<file path="src/hdl/b64e_pkg.sv">
`timescale 1ns / 1ps
// Package for the Base64 stream encoder: job type passed from the front end
// to the character sequencer, and the 6-bit to ASCII symbol mapping.
package b64e_pkg;

    localparam int unsigned JOB_CHARS = 4;
    localparam logic [7:0]  PAD_CHAR  = 8'h3D;   // '='

    // One classified input byte: up to four ready-made characters.
    typedef struct packed {
        logic [JOB_CHARS-1:0][7:0] chars;
        logic [1:0]                last_idx;   // index of the final char in this job
        logic                      eot;        // final char ends the message
    } t_job;

    typedef logic [5:0] t_sextet;

    // Standard alphabet: A-Z, a-z, 0-9, '+', '/'
    function automatic logic [7:0] sym(input t_sextet six);
        logic [7:0] ch;
        ch = 8'h2F;
        case (six) inside
            [6'd0:6'd25]:  ch = 8'h41 + {2'b00, six};
            [6'd26:6'd51]: ch = 8'h61 + {2'b00, six} - 8'd26;
            [6'd52:6'd61]: ch = 8'h30 + {2'b00, six} - 8'd52;
            6'd62:         ch = 8'h2B;
            default:       ch = 8'h2F;
        endcase
        return ch;
    endfunction

endpackage

</file>
<file path="src/hdl/base64_stream_encoder_unit.sv">
`timescale 1ns / 1ps
// Base64 stream encoder (standard alphabet, '=' padding). One raw byte per
// push transaction, one ASCII character per pop transaction; the final
// character of each message carries o_end_of_text. A byte is classified in
// the cycle it is pushed and stored as a job of one to four characters in a
// QUEUE_DEPTH-entry job queue; the sequencer then moves one character per
// cycle, while the output register is empty or being popped, into that
// register, so a byte's first character passes through a queue entry and
// then the output register. Bytes can be pushed on consecutive cycles until
// the queue fills. The output port, one character per pop, sets the sustained
// rate: four characters per three bytes, up to four for a message's last byte.
// Depends on b64e_pkg, b64e_front, b64e_queue and b64e_back.
module base64_stream_encoder_unit
    import b64e_pkg::*;
#(
    parameter int unsigned QUEUE_DEPTH = 4
) (
    input  logic       i_clk,
    input  logic       i_rst_n,
    input  logic       push,
    output logic       full,
    input  logic [7:0] i_data_byte,
    input  logic       i_last_byte,
    output logic       empty,
    input  logic       pop,
    output logic [7:0] o_out_char,
    output logic       o_end_of_text
);

    t_job wr_job;
    t_job head_job;
    logic wr;
    logic rd;
    logic head_valid;

    b64e_front u_front (
        .i_clk       (i_clk),
        .i_rst_n     (i_rst_n),
        .i_push      (push),
        .i_full      (full),
        .i_data_byte (i_data_byte),
        .i_last_byte (i_last_byte),
        .o_wr        (wr),
        .o_job       (wr_job)
    );

    b64e_queue #(
        .DEPTH (QUEUE_DEPTH)
    ) u_queue (
        .i_clk   (i_clk),
        .i_rst_n (i_rst_n),
        .i_wr    (wr),
        .i_job   (wr_job),
        .i_rd    (rd),
        .o_full  (full),
        .o_valid (head_valid),
        .o_head  (head_job)
    );

    b64e_back u_back (
        .i_clk         (i_clk),
        .i_rst_n       (i_rst_n),
        .i_valid       (head_valid),
        .i_head        (head_job),
        .o_rd          (rd),
        .i_pop         (pop),
        .o_empty       (empty),
        .o_out_char    (o_out_char),
        .o_end_of_text (o_end_of_text)
    );

endmodule

</file>
<file path="src/hdl/b64e_front.sv">
`timescale 1ns / 1ps
// Front end: accepts raw bytes, tracks group position and carried bits, and
// turns each byte into a character job. Depends on b64e_pkg.
module b64e_front
    import b64e_pkg::*;
(
    input  logic       i_clk,
    input  logic       i_rst_n,
    input  logic       i_push,
    input  logic       i_full,
    input  logic [7:0] i_data_byte,
    input  logic       i_last_byte,
    output logic       o_wr,
    output t_job       o_job
);

    logic [1:0] r_pos, n_pos;
    logic [3:0] r_carry, n_carry;

    assign o_wr = i_push && !i_full;

    always_comb begin
        o_job.chars    = {JOB_CHARS{PAD_CHAR}};
        o_job.eot      = i_last_byte;
        o_job.last_idx = 2'd0;
        n_pos          = r_pos;
        n_carry        = r_carry;
        case (r_pos)
            2'd1: begin
                o_job.chars[0] = sym({r_carry[1:0], i_data_byte[7:4]});
                n_carry        = i_data_byte[3:0];
                n_pos          = 2'd2;
                if (i_last_byte) begin
                    o_job.chars[1] = sym({i_data_byte[3:0], 2'b00});
                    o_job.last_idx = 2'd2;
                end
            end
            2'd2: begin
                o_job.chars[0] = sym({r_carry, i_data_byte[7:6]});
                o_job.chars[1] = sym(i_data_byte[5:0]);
                o_job.last_idx = 2'd1;
                n_carry        = 4'd0;
                n_pos          = 2'd0;
            end
            default: begin
                o_job.chars[0] = sym(i_data_byte[7:2]);
                n_carry        = {2'b00, i_data_byte[1:0]};
                n_pos          = 2'd1;
                if (i_last_byte) begin
                    o_job.chars[1] = sym({i_data_byte[1:0], 4'b0000});
                    o_job.last_idx = 2'd3;
                end
            end
        endcase
        // message ends: next byte opens a fresh group
        if (i_last_byte) begin
            n_pos   = 2'd0;
            n_carry = 4'd0;
        end
    end

    always_ff @(posedge i_clk) begin
        if (!i_rst_n) begin
            r_pos   <= 2'd0;
            r_carry <= 4'd0;
        end else if (o_wr) begin
            r_pos   <= n_pos;
            r_carry <= n_carry;
        end
    end

endmodule

</file>
<file path="src/hdl/b64e_queue.sv">
`timescale 1ns / 1ps
// Job queue between the front end and the character sequencer.
// Small register file with read/write pointers. Depends on b64e_pkg.
module b64e_queue
    import b64e_pkg::*;
#(
    parameter int unsigned DEPTH = 4
) (
    input  logic i_clk,
    input  logic i_rst_n,
    input  logic i_wr,
    input  t_job i_job,
    input  logic i_rd,
    output logic o_full,
    output logic o_valid,
    output t_job o_head
);

    localparam int unsigned PW = (DEPTH > 1) ? $clog2(DEPTH) : 1;
    localparam int unsigned CW = $clog2(DEPTH + 1);

    t_job          r_mem [DEPTH];
    logic [PW-1:0] r_wr_ptr, n_wr_ptr;
    logic [PW-1:0] r_rd_ptr, n_rd_ptr;
    logic [CW-1:0] r_count, n_count;

    assign o_full  = (r_count == CW'(DEPTH));
    assign o_valid = (r_count != '0);
    assign o_head  = r_mem[r_rd_ptr];

    always_comb begin
        n_wr_ptr = r_wr_ptr;
        n_rd_ptr = r_rd_ptr;
        n_count  = r_count;
        if (i_wr) begin
            n_wr_ptr = (r_wr_ptr == PW'(DEPTH - 1)) ? '0 : r_wr_ptr + 1'b1;
        end
        if (i_rd) begin
            n_rd_ptr = (r_rd_ptr == PW'(DEPTH - 1)) ? '0 : r_rd_ptr + 1'b1;
        end
        if (i_wr && !i_rd) begin
            n_count = r_count + 1'b1;
        end else if (i_rd && !i_wr) begin
            n_count = r_count - 1'b1;
        end
    end

    always_ff @(posedge i_clk) begin
        if (!i_rst_n) begin
            r_wr_ptr <= '0;
            r_rd_ptr <= '0;
            r_count  <= '0;
        end else begin
            r_wr_ptr <= n_wr_ptr;
            r_rd_ptr <= n_rd_ptr;
            r_count  <= n_count;
        end
    end

    always_ff @(posedge i_clk) begin
        if (i_wr) begin
            r_mem[r_wr_ptr] <= i_job;
        end
    end

    a_count_range: assert property (@(posedge i_clk) disable iff (!i_rst_n)
        r_count <= CW'(DEPTH))
        else $error("job queue count above depth");
    a_no_overflow: assert property (@(posedge i_clk) disable iff (!i_rst_n)
        !(i_wr && o_full && !i_rd))
        else $error("job written into full queue");
    a_no_underflow: assert property (@(posedge i_clk) disable iff (!i_rst_n)
        !(i_rd && !o_valid))
        else $error("job read from empty queue");

endmodule

</file>
<file path="src/hdl/b64e_back.sv">
`timescale 1ns / 1ps
// Character sequencer: walks the head job one character per cycle into the
// output register while it is free or being popped. Depends on b64e_pkg.
module b64e_back
    import b64e_pkg::*;
(
    input  logic       i_clk,
    input  logic       i_rst_n,
    input  logic       i_valid,
    input  t_job       i_head,
    output logic       o_rd,
    input  logic       i_pop,
    output logic       o_empty,
    output logic [7:0] o_out_char,
    output logic       o_end_of_text
);

    logic [1:0] r_idx, n_idx;
    logic       r_ov, n_ov;
    logic [7:0] r_char;
    logic       r_eot;
    logic       adv;
    logic       job_done;

    // output slot free or being drained this cycle
    assign adv      = i_valid && (!r_ov || i_pop);
    assign job_done = (r_idx == i_head.last_idx);
    assign o_rd     = adv && job_done;

    always_comb begin
        n_idx = r_idx;
        n_ov  = r_ov && !i_pop;
        if (adv) begin
            n_ov  = 1'b1;
            n_idx = job_done ? 2'd0 : r_idx + 2'd1;
        end
    end

    always_ff @(posedge i_clk) begin
        if (!i_rst_n) begin
            r_idx <= 2'd0;
            r_ov  <= 1'b0;
        end else begin
            r_idx <= n_idx;
            r_ov  <= n_ov;
        end
    end

    always_ff @(posedge i_clk) begin
        if (adv) begin
            r_char <= i_head.chars[r_idx];
            r_eot  <= i_head.eot && job_done;
        end
    end

    assign o_empty       = !r_ov;
    assign o_out_char    = r_char;
    assign o_end_of_text = r_eot;

    // a partly emitted job must stay at the queue head
    a_mid_job_held: assert property (@(posedge i_clk) disable iff (!i_rst_n)
        (r_idx != 2'd0) |-> i_valid)
        else $error("job left the queue before all characters were sent");
    a_idx_in_job: assert property (@(posedge i_clk) disable iff (!i_rst_n)
        i_valid |-> (r_idx <= i_head.last_idx))
        else $error("character index beyond end of job");
    a_rd_restarts: assert property (@(posedge i_clk) disable iff (!i_rst_n)
        o_rd |=> (r_idx == 2'd0))
        else $error("index not cleared after job completed");

endmodule
</file>
<file path="config.mk">
export PLATFORM = sky130hd
export DESIGN_NAME = base64_stream_encoder_unit
export DESIGN_NICKNAME = d
export VERILOG_FILES = /design/src/hdl/b64e_pkg.sv /design/src/hdl/base64_stream_encoder_unit.sv /design/src/hdl/b64e_front.sv /design/src/hdl/b64e_queue.sv /design/src/hdl/b64e_back.sv
export SDC_FILE = /design/constraint.sdc
export NUM_CORES = 1
export LEC_CHECK = 0
export BUFFER_PORTS_ARGS = -buffer_cell sky130_fd_sc_hd__buf_2
export CAP_MARGIN = 40
export CORE_MARGIN = 2
export CORE_UTILIZATION = 31
export DETAILED_ROUTE_END_ITERATION = 7
export PLACE_DENSITY_LB_ADDON = 0.12
export SETUP_SLACK_MARGIN = 0.2
export SLEW_MARGIN = 10
export SYNTH_ARGS = -nofsm -noshare
export SYNTH_HDL_FRONTEND = slang
export SYNTH_SLANG_ARGS = --single-unit
</file>
<file path="constraint.sdc">
create_clock -name i_clk -period 2.5 [get_ports i_clk]
set_input_delay 0.25 -clock i_clk [delete_from_list [all_inputs] [get_ports i_clk]]
set_output_delay 0.25 -clock i_clk [all_outputs]
set_load 0.02 [all_outputs]
</file>
==> impl_metrics.tcl, run 1 <==
set metrics [dict create \
    status "complete, no violations" \
    die_h_um 154 \
    die_x_um 154 \
    cts_made_buffers 9 \
    final_cells 1108 \
    grt_use_total 0.185 \
    path_clk_slew_ns 0.06 \
    crit_buf_inv 1 \
    drv_slew 0 \
    endpoint "u_queue.r_count[2]$_SDFFE_PN0P_" \
    r2r_setup_slack_ns 0.06 \
    synth_cell_types 73 \
    tns_ns 0 \
    vias 6032 \
    cap_violations 0 \
    fin_util 0.421 \
    area.growth.synth_to_final_pct 32.7 \
    rsz0062_at_grt "true" \
    place_ws_ns -0.194 \
    crit_required_ns 2.77 \
    drive_gt1_frac 0.361 \
    synthesis.area_um2 6950 \
    ff2ff_path_depth 10 \
    avgSynthCellArea_um2 10.3 \
    worstSkewPairLatency_ns 0.34 \
    synth_seq_cells 103 \
    drt_pass1_iterations 5 \
    finalWorstSetupSlack_ns 0.0557 \
    first_iter_violations 493 \
    fin_crit_ns 2.44 \
    drc 0 \
    grt.overflow.total 0 \
    gp_congestion 0.921 \
    antenna_found_initial 0 \
    synthCells 674 \
    io_buffers 23 \
    min_path_cells 4 \
    dp.cells 1074 \
    num_rows 54 \
    yosysSeqAreaShare 0.419 \
    critPathMaxStageDelay_ns 0.52 \
    first_global_vias 6132 \
    slew_headroom 0.652 \
    whs_ns 0.206 \
    ctsLongestPathBuffers 2 \
    cp.arrival_ns 2.71 \
    start_util 0.317 \
    cts-root-buf "clkbuf_16" \
    fmax_mhz 409 \
    crit_chain "mux4_2, xnor2_2, and2_4, nand2_4, ha_4, inv_2, fa_2, xor2_1, or3_1, a21boi_1" \
    cp.depth 10 \
    path_delay_family "simple AND/OR/NAND/NOR gates" \
    cts_tree "done" \
    leakagePower_nw 3.35 \
    worst_pin_slew_ns 0.521 \
    htreeDepth 3 \
    coreArea_um2 21900 \
    final-setup-viol-count 0 \
    worst-path-max-fanout 3 \
    io_pins 24 \
    r2r-end "u_queue.r_count[2]$_SDFFE_PN0P_" \
    dp_hpwl_um 16800 \
    cts.sinks 103 \
    hp-class "in2reg" \
    clock_skew_ns 0.00946 \
    p_per_area_nw_per_um2 656 \
    critPathSlowestCell "mux4_2" \
    ant_nets 0 \
    routed_wl_um 22000 \
    via_per_inst 5.44 \
    hold_viol 0 \
    endpoint_kind "flip-flop" \
    crit_path_start_kind "flip-flop" \
    async_flop_share 0 \
    cts_hold_buf 0 \
    grt_max_degree 20 \
    synth_edf_count 85 \
    grt_pass1_wl_um 34400 \
    peakVddDrop_uv 371 \
    nets 879 \
    synth_nets 730 \
    die_area_um2 23600 \
    wl_per_cell_um 19.9 \
    critical_path_class "reg2reg" \
    ys.flop_type "edfxtp_1" \
    ys_warn_count 0 \
    antenna_cells 0 \
    finalCritPeriodShare 0.978 \
]
==> worst min-delay path, cell delays in order <==
cell and delay (ns):
buf_2 0.08, inv_1 0.04, nand2_1 0.06, a21boi_0 0.07
==> worst min path at each step <==
stage | from | to | slack (ns)
detailed placement | u_front.r_pos[1]$_SDFFE_PN0P_ | u_front.r_pos[1]$_SDFFE_PN0P_ | 0.50
global placement | u_queue.r_rd_ptr[0]$_SDFFE_PN0P_ | flip-flop | 0.47
floorplan | i_last_byte | u_queue.r_mem[0][0]$_DFFE_PP_ | 0.35
CTS | pop | u_back.r_ov$_SDFF_PN0_ | 0.20
finish | pop | u_back.r_ov$_SDFF_PN0_ | 0.21
global route | pop | u_back.r_ov$_SDFF_PN0_ | 0.21
==> metal layers <==
metal,vias to the layer above,routed length (um),global-route usage
li1,2871,-,-
met1,3005,9820,0.237
met2,135,11200,0.333
met3,21,619,0.0180
met4,0,334,0.0472
met5,-,0,0
==> synth_stat cells, types with 4 or more instances <==
cell type  instances  area, um^2
a211o_1            9        78.8
a211oi_1           7        52.6
a21boi_0          10        75.1
a21o_1             7        52.6
a21oi_1           30         150
a221oi_1           4        35.0
a31oi_1           15        93.8
and2_1             9        56.3
buf_2             14        70.1
clkbuf_1          27         101
dfxtp_1           18         360
edfxtp_1          85        2550
ha_1              42         526
inv_1             27         101
mux2i_1           13         130
mux4_2            19         428
nand2_1           55         206
nand2b_1           4        25.0
nand3_1           35         175
nand4_1            8        50.1
nor2_1            31         116
nor2b_1           21         131
nor3_1            16        80.1
nor3b_1            4        30.0
o211ai_1          11        82.6
o21a_1             7        52.6
o21ai_0           30         150
o22ai_1            4        25.0
o311ai_0           4        35.0
o31ai_1            8        60.1
or2_2              5        31.3
or3_1              9        56.3
xnor2_1           19         166
xor2_1             5        43.8
==> stage by stage <==
stage          area (um^2)  power, mW
2_1_floorplan         7050       3.91
3_3_place_gp          8340       4.63
3_5_place_dp          8360       4.67
4_1_cts               8900       6.05
5_1_grt               9220       6.40
6_report              9220       6.05
==> timing repair <==
action,4_1_cts,5_1_grt
buffers inserted,5,12
endpoints found under the setup margin,34,42
cloned,1,0
pin swaps,19,22
resized for setup,52,46
==> power breakdown <==
group | switching (mW) | internal (mW) | total (mW)
clock | 0.562 | 0.730 | 1.29
combinational | 1.27 | 1.10 | 2.37
sequential | 0.136 | 2.25 | 2.39
==> placed cells by master (no fill, tap or decap), drive strengths merged, types with 16 or more instances in the layout <==
master	Yosys	routed
a21oi	30	30
a31oi	16	17
buf	18	182
dfxtp	18	18
edfxtp	85	85
ha	42	42
inv	28	28
mux4	19	19
nand2	56	56
nand3	35	35
nor2	31	31
nor2b	21	21
nor3	16	16
o21ai	31	31
xnor2	19	19
==> cell type report <==
class                      count  area (um^2)
timing repair buffer         182         1370
clock buffer                  15          268
inverter                      29          123
sequential                   103         2930
clock inverter                 1         5.00
fill                        2163        12700
tap                          280          350
multi-input combinational    498         4180
==> kinds of logic after synthesis <==
| group | Yosys count | share of synthesized area |
|---|---|---|
| and+or+nand+nor | 213 | 0.156 |
| AOI/OAI and AO/OA | 184 | 0.188 |
| DFF | 103 | 0.419 |
| muxes | 33 | 0.0819 |
| buffers and inverters | 74 | 0.0461 |
| adders and majority gates | 43 | 0.0785 |
| xor gates and xnor gates | 24 | 0.0303 |
==> registers in the layout, summed over array words and instances, names as in the netlist, named ones only <==
name / count
u_queue.r_wr_ptr: 2
u_queue.r_mem: 76
u_back.r_ov: 1
u_front.r_carry: 4
u_back.o_end_of_text: 1
u_back.o_out_char: 8
u_front.r_pos: 2
u_back.r_idx: 2
u_queue.r_rd_ptr: 2
u_queue.r_count: 3
(Power assumes the default switching activity.)
==> inputs of run 2 (changes only) <==
--- a/config.mk
+++ b/config.mk
@@ -5,8 +5,9 @@
 export SDC_FILE = /design/constraint.sdc
 export NUM_CORES = 1
 export LEC_CHECK = 0
+export ABC_AREA = 1
 export BUFFER_PORTS_ARGS = -buffer_cell sky130_fd_sc_hd__buf_2
-export CAP_MARGIN = 40
+export CAP_MARGIN = 15
 export CORE_MARGIN = 2
 export CORE_UTILIZATION = 31
 export DETAILED_ROUTE_END_ITERATION = 7
==> impl_metrics.tcl, run 2 <==
set metrics [dict create \
    p_per_area_nw_per_um2 737 \
    vias 6289 \
    seqPwrFrac 0.401 \
    finalCritPeriodShare 0.849 \
    worstSkewPairLatency_ns 0.34 \
    grt_max_degree 35 \
    coreArea_um2 22400 \
    ctsLongestPathBuffers 2 \
    final-setup-viol-count 0 \
    cts_made_buffers 9 \
    fmax_mhz 471 \
    hp-class "in2reg" \
    cts-root-buf "clkbuf_16" \
    cp.arrival_ns 2.17 \
    cts_tree "done" \
    drt_pass1_iterations 5 \
    synth_seq_cells 103 \
    seq_area_um2 2920 \
    yosysSeqAreaShare 0.414 \
    via_per_inst 4.97 \
    synth_cell_types 37 \
    path_clk_slew_ns 0.07 \
    ant_nets 0 \
    drive_gt1_frac 0.141 \
    worstReg2RegStart "u_front.r_carry[3]$_SDFFE_PN0P_" \
    synthesis.area_um2 7040 \
    status "complete, no violations" \
    avgSynthCellArea_um2 7.72 \
    cts.sinks 103 \
    gp_congestion 0.916 \
    first_global_vias 6029 \
    io_buffers 23 \
    worst-path-max-fanout 5 \
    wl_per_cell_um 17.2 \
    io_pins 24 \
    slew_headroom 0.623 \
    num_rows 55 \
    start_util 0.314 \
    cp-startpoint "u_front.r_carry[3]$_SDFFE_PN0P_" \
    largest_reg_flops 76 \
    synthCells 912 \
    p_sw_mw 2.28 \
    area.growth.synth_to_final_pct 16.1 \
    leakagePower_nw 3.58 \
    ys_warn_count 0 \
    die_area_um2 23900 \
    critical_path_class "reg2reg" \
    ys.flop_type "edfxtp_1" \
    first_iter_violations 356 \
    crit_path_start_kind "flip-flop" \
    dp.cells 1247 \
    cap_violations 0 \
    fin_crit_ns 2.12 \
    rsz0062_at_grt "true" \
    grt_pass1_wl_um 34000 \
    worst_pin_slew_ns 0.566 \
    synth_nets 968 \
    drc 0 \
    layout_common_cells "nand2_1 (241), nand3_1 (98), edfxtp_1 (85), nor2_1 (81), inv_1 (78)" \
    clock_skew_ns 0.00826 \
    grt_use_total 0.183 \
    crit_required_ns 2.55 \
    synthTopCellsByArea "edfxtp_1 (36%), nand2_1 (13%), ha_1 (7.5%)" \
    routed_wl_um 21800 \
    p_int_mw 3.74 \
    comb_power_share 0.377 \
    p_sw_frac 0.378 \
    ys_top_cells_by_count "nand2_1 (241), nand3_1 (98), nor2_1 (86)" \
    grt.overflow.total 0 \
    final_common_cell "nand2_1" \
    nets 1031 \
    die_h_um 155 \
    async_flop_share 0 \
    dp_hpwl_um 16300 \
    htreeDepth 3 \
    synth.most_common_cell "nand2_1" \
    p_clk_frac 0.222 \
    peakVddDrop_uv 366 \
    hold_path.startpoint "pop" \
    antenna_found_initial 0 \
    multi_input_area_um2 3600 \
    drv_slew 0 \
    antenna_cells 0 \
    final_cells 1265 \
    top_register "u_queue.r_mem" \
    yosys.area.top_type "edfxtp_1" \
    endpoint_kind "flip-flop" \
    synth_edf_count 85 \
    tns_ns 0 \
    hold_viol 0 \
    die_x_um 155 \
    n_fill_cell 2397 \
    synth_top_area_share 0.363 \
]
==> run 2: metrics by stage <==
| stage | utilization | cell area, um^2 | worst slack [ns] | hold slack (ns) | power (mW) |
|---|---|---|---|---|---|
| after detailed placement | 0.350 | 7840 | 0.128 | 0.478 | 4.68 |
| after CTS | 0.362 | 8130 | 0.242 | 0.160 | 6.02 |
| after floorplan | - | 7040 | 0.271 | 0.349 | 3.84 |
| after global routing | 0.364 | 8170 | 0.152 | 0.261 | 6.41 |
| final | 0.364 | 8170 | 0.377 | 0.169 | 6.02 |
| after global placement | 0.350 | 7840 | 0.0857 | 0.472 | 4.69 |
==> run 2: power by group through the flow <==
| stage | Clock (mW) | Combinational (mW) | Sequential, mW |
|---|---|---|---|
| 2_1_floorplan | 0 | 1.32 | 2.53 |
| 3_3_place_gp | 0 | 2.25 | 2.45 |
| 3_5_place_dp | 0 | 2.23 | 2.45 |
| 4_1_cts | 1.37 | 2.25 | 2.41 |
| 5_1_grt | 1.44 | 2.54 | 2.44 |
| 6_report | 1.34 | 2.27 | 2.41 |
==> run 2: metal layers <==
metal	vias to the layer above	global-route usage	wire length [um]
li1	3196	-	-
met3	25	0.0126	803
met2	153	0.315	10300
met5	-	0	0
met1	2915	0.251	10300
met4	0	0.0498	386
==> run 2: cell families (layout without fill, tap and decap cells) <==
logic type / after synthesis / after routing / synth area share
buffers and inverters: 128 / 196 / 0.0789
xor gates and xnor gates: 24 / 24 / 0.0299
AOI/OAI and AO/OA: 145 / 145 / 0.116
adders and majority gates: 43 / 43 / 0.0775
and+or+nand+nor: 469 / 469 / 0.284
DFF: 103 / 103 / 0.414
==> run 2: layout make-up <==
class,count,area share
Tap cell,285,0.0437
Timing Repair Buffer,88,0.0804
Sequential cell,103,0.357
Clock inverter,7,0.00705
Clock buffer,9,0.0276
Inverter,92,0.0435
Multi-Input combinational cell,681,0.440
==> run 2: worst paths after layout <==
check                                                     end  slack, ns  cells past startpoint
worst max-delay path            u_queue.r_mem[1][3]$_DFFE_PP_       0.38                     13
worst min-delay path                   u_back.r_ov$_SDFF_PN0_       0.17                      4
worst max register to register  u_queue.r_mem[1][3]$_DFFE_PP_       0.38                     13
worst min register to register                      flip-flop       0.49                      2
==> run 2: worst max-delay path, stage by stage, from the launching register on <==
cell	delay, ns
dfxtp_1	0.46
inv_1	0.09
ha_1	0.22
nand2_1	0.08
nand2_1	0.06
nor2_1	0.13
nand2_1	0.10
nand2_1	0.11
buf_4	0.14
nand4_1	0.08
nand3_1	0.10
nand2_1	0.05
nand2_1	0.05
nand2_1	0.16
==> run 2: what timing repair did <==
action	in CTS	in global routing
cloned	0	0
pin swaps	0	2
endpoints found under the setup margin	4	34
buffers inserted	0	2
hold buffers	0	0
resized for setup	1	13
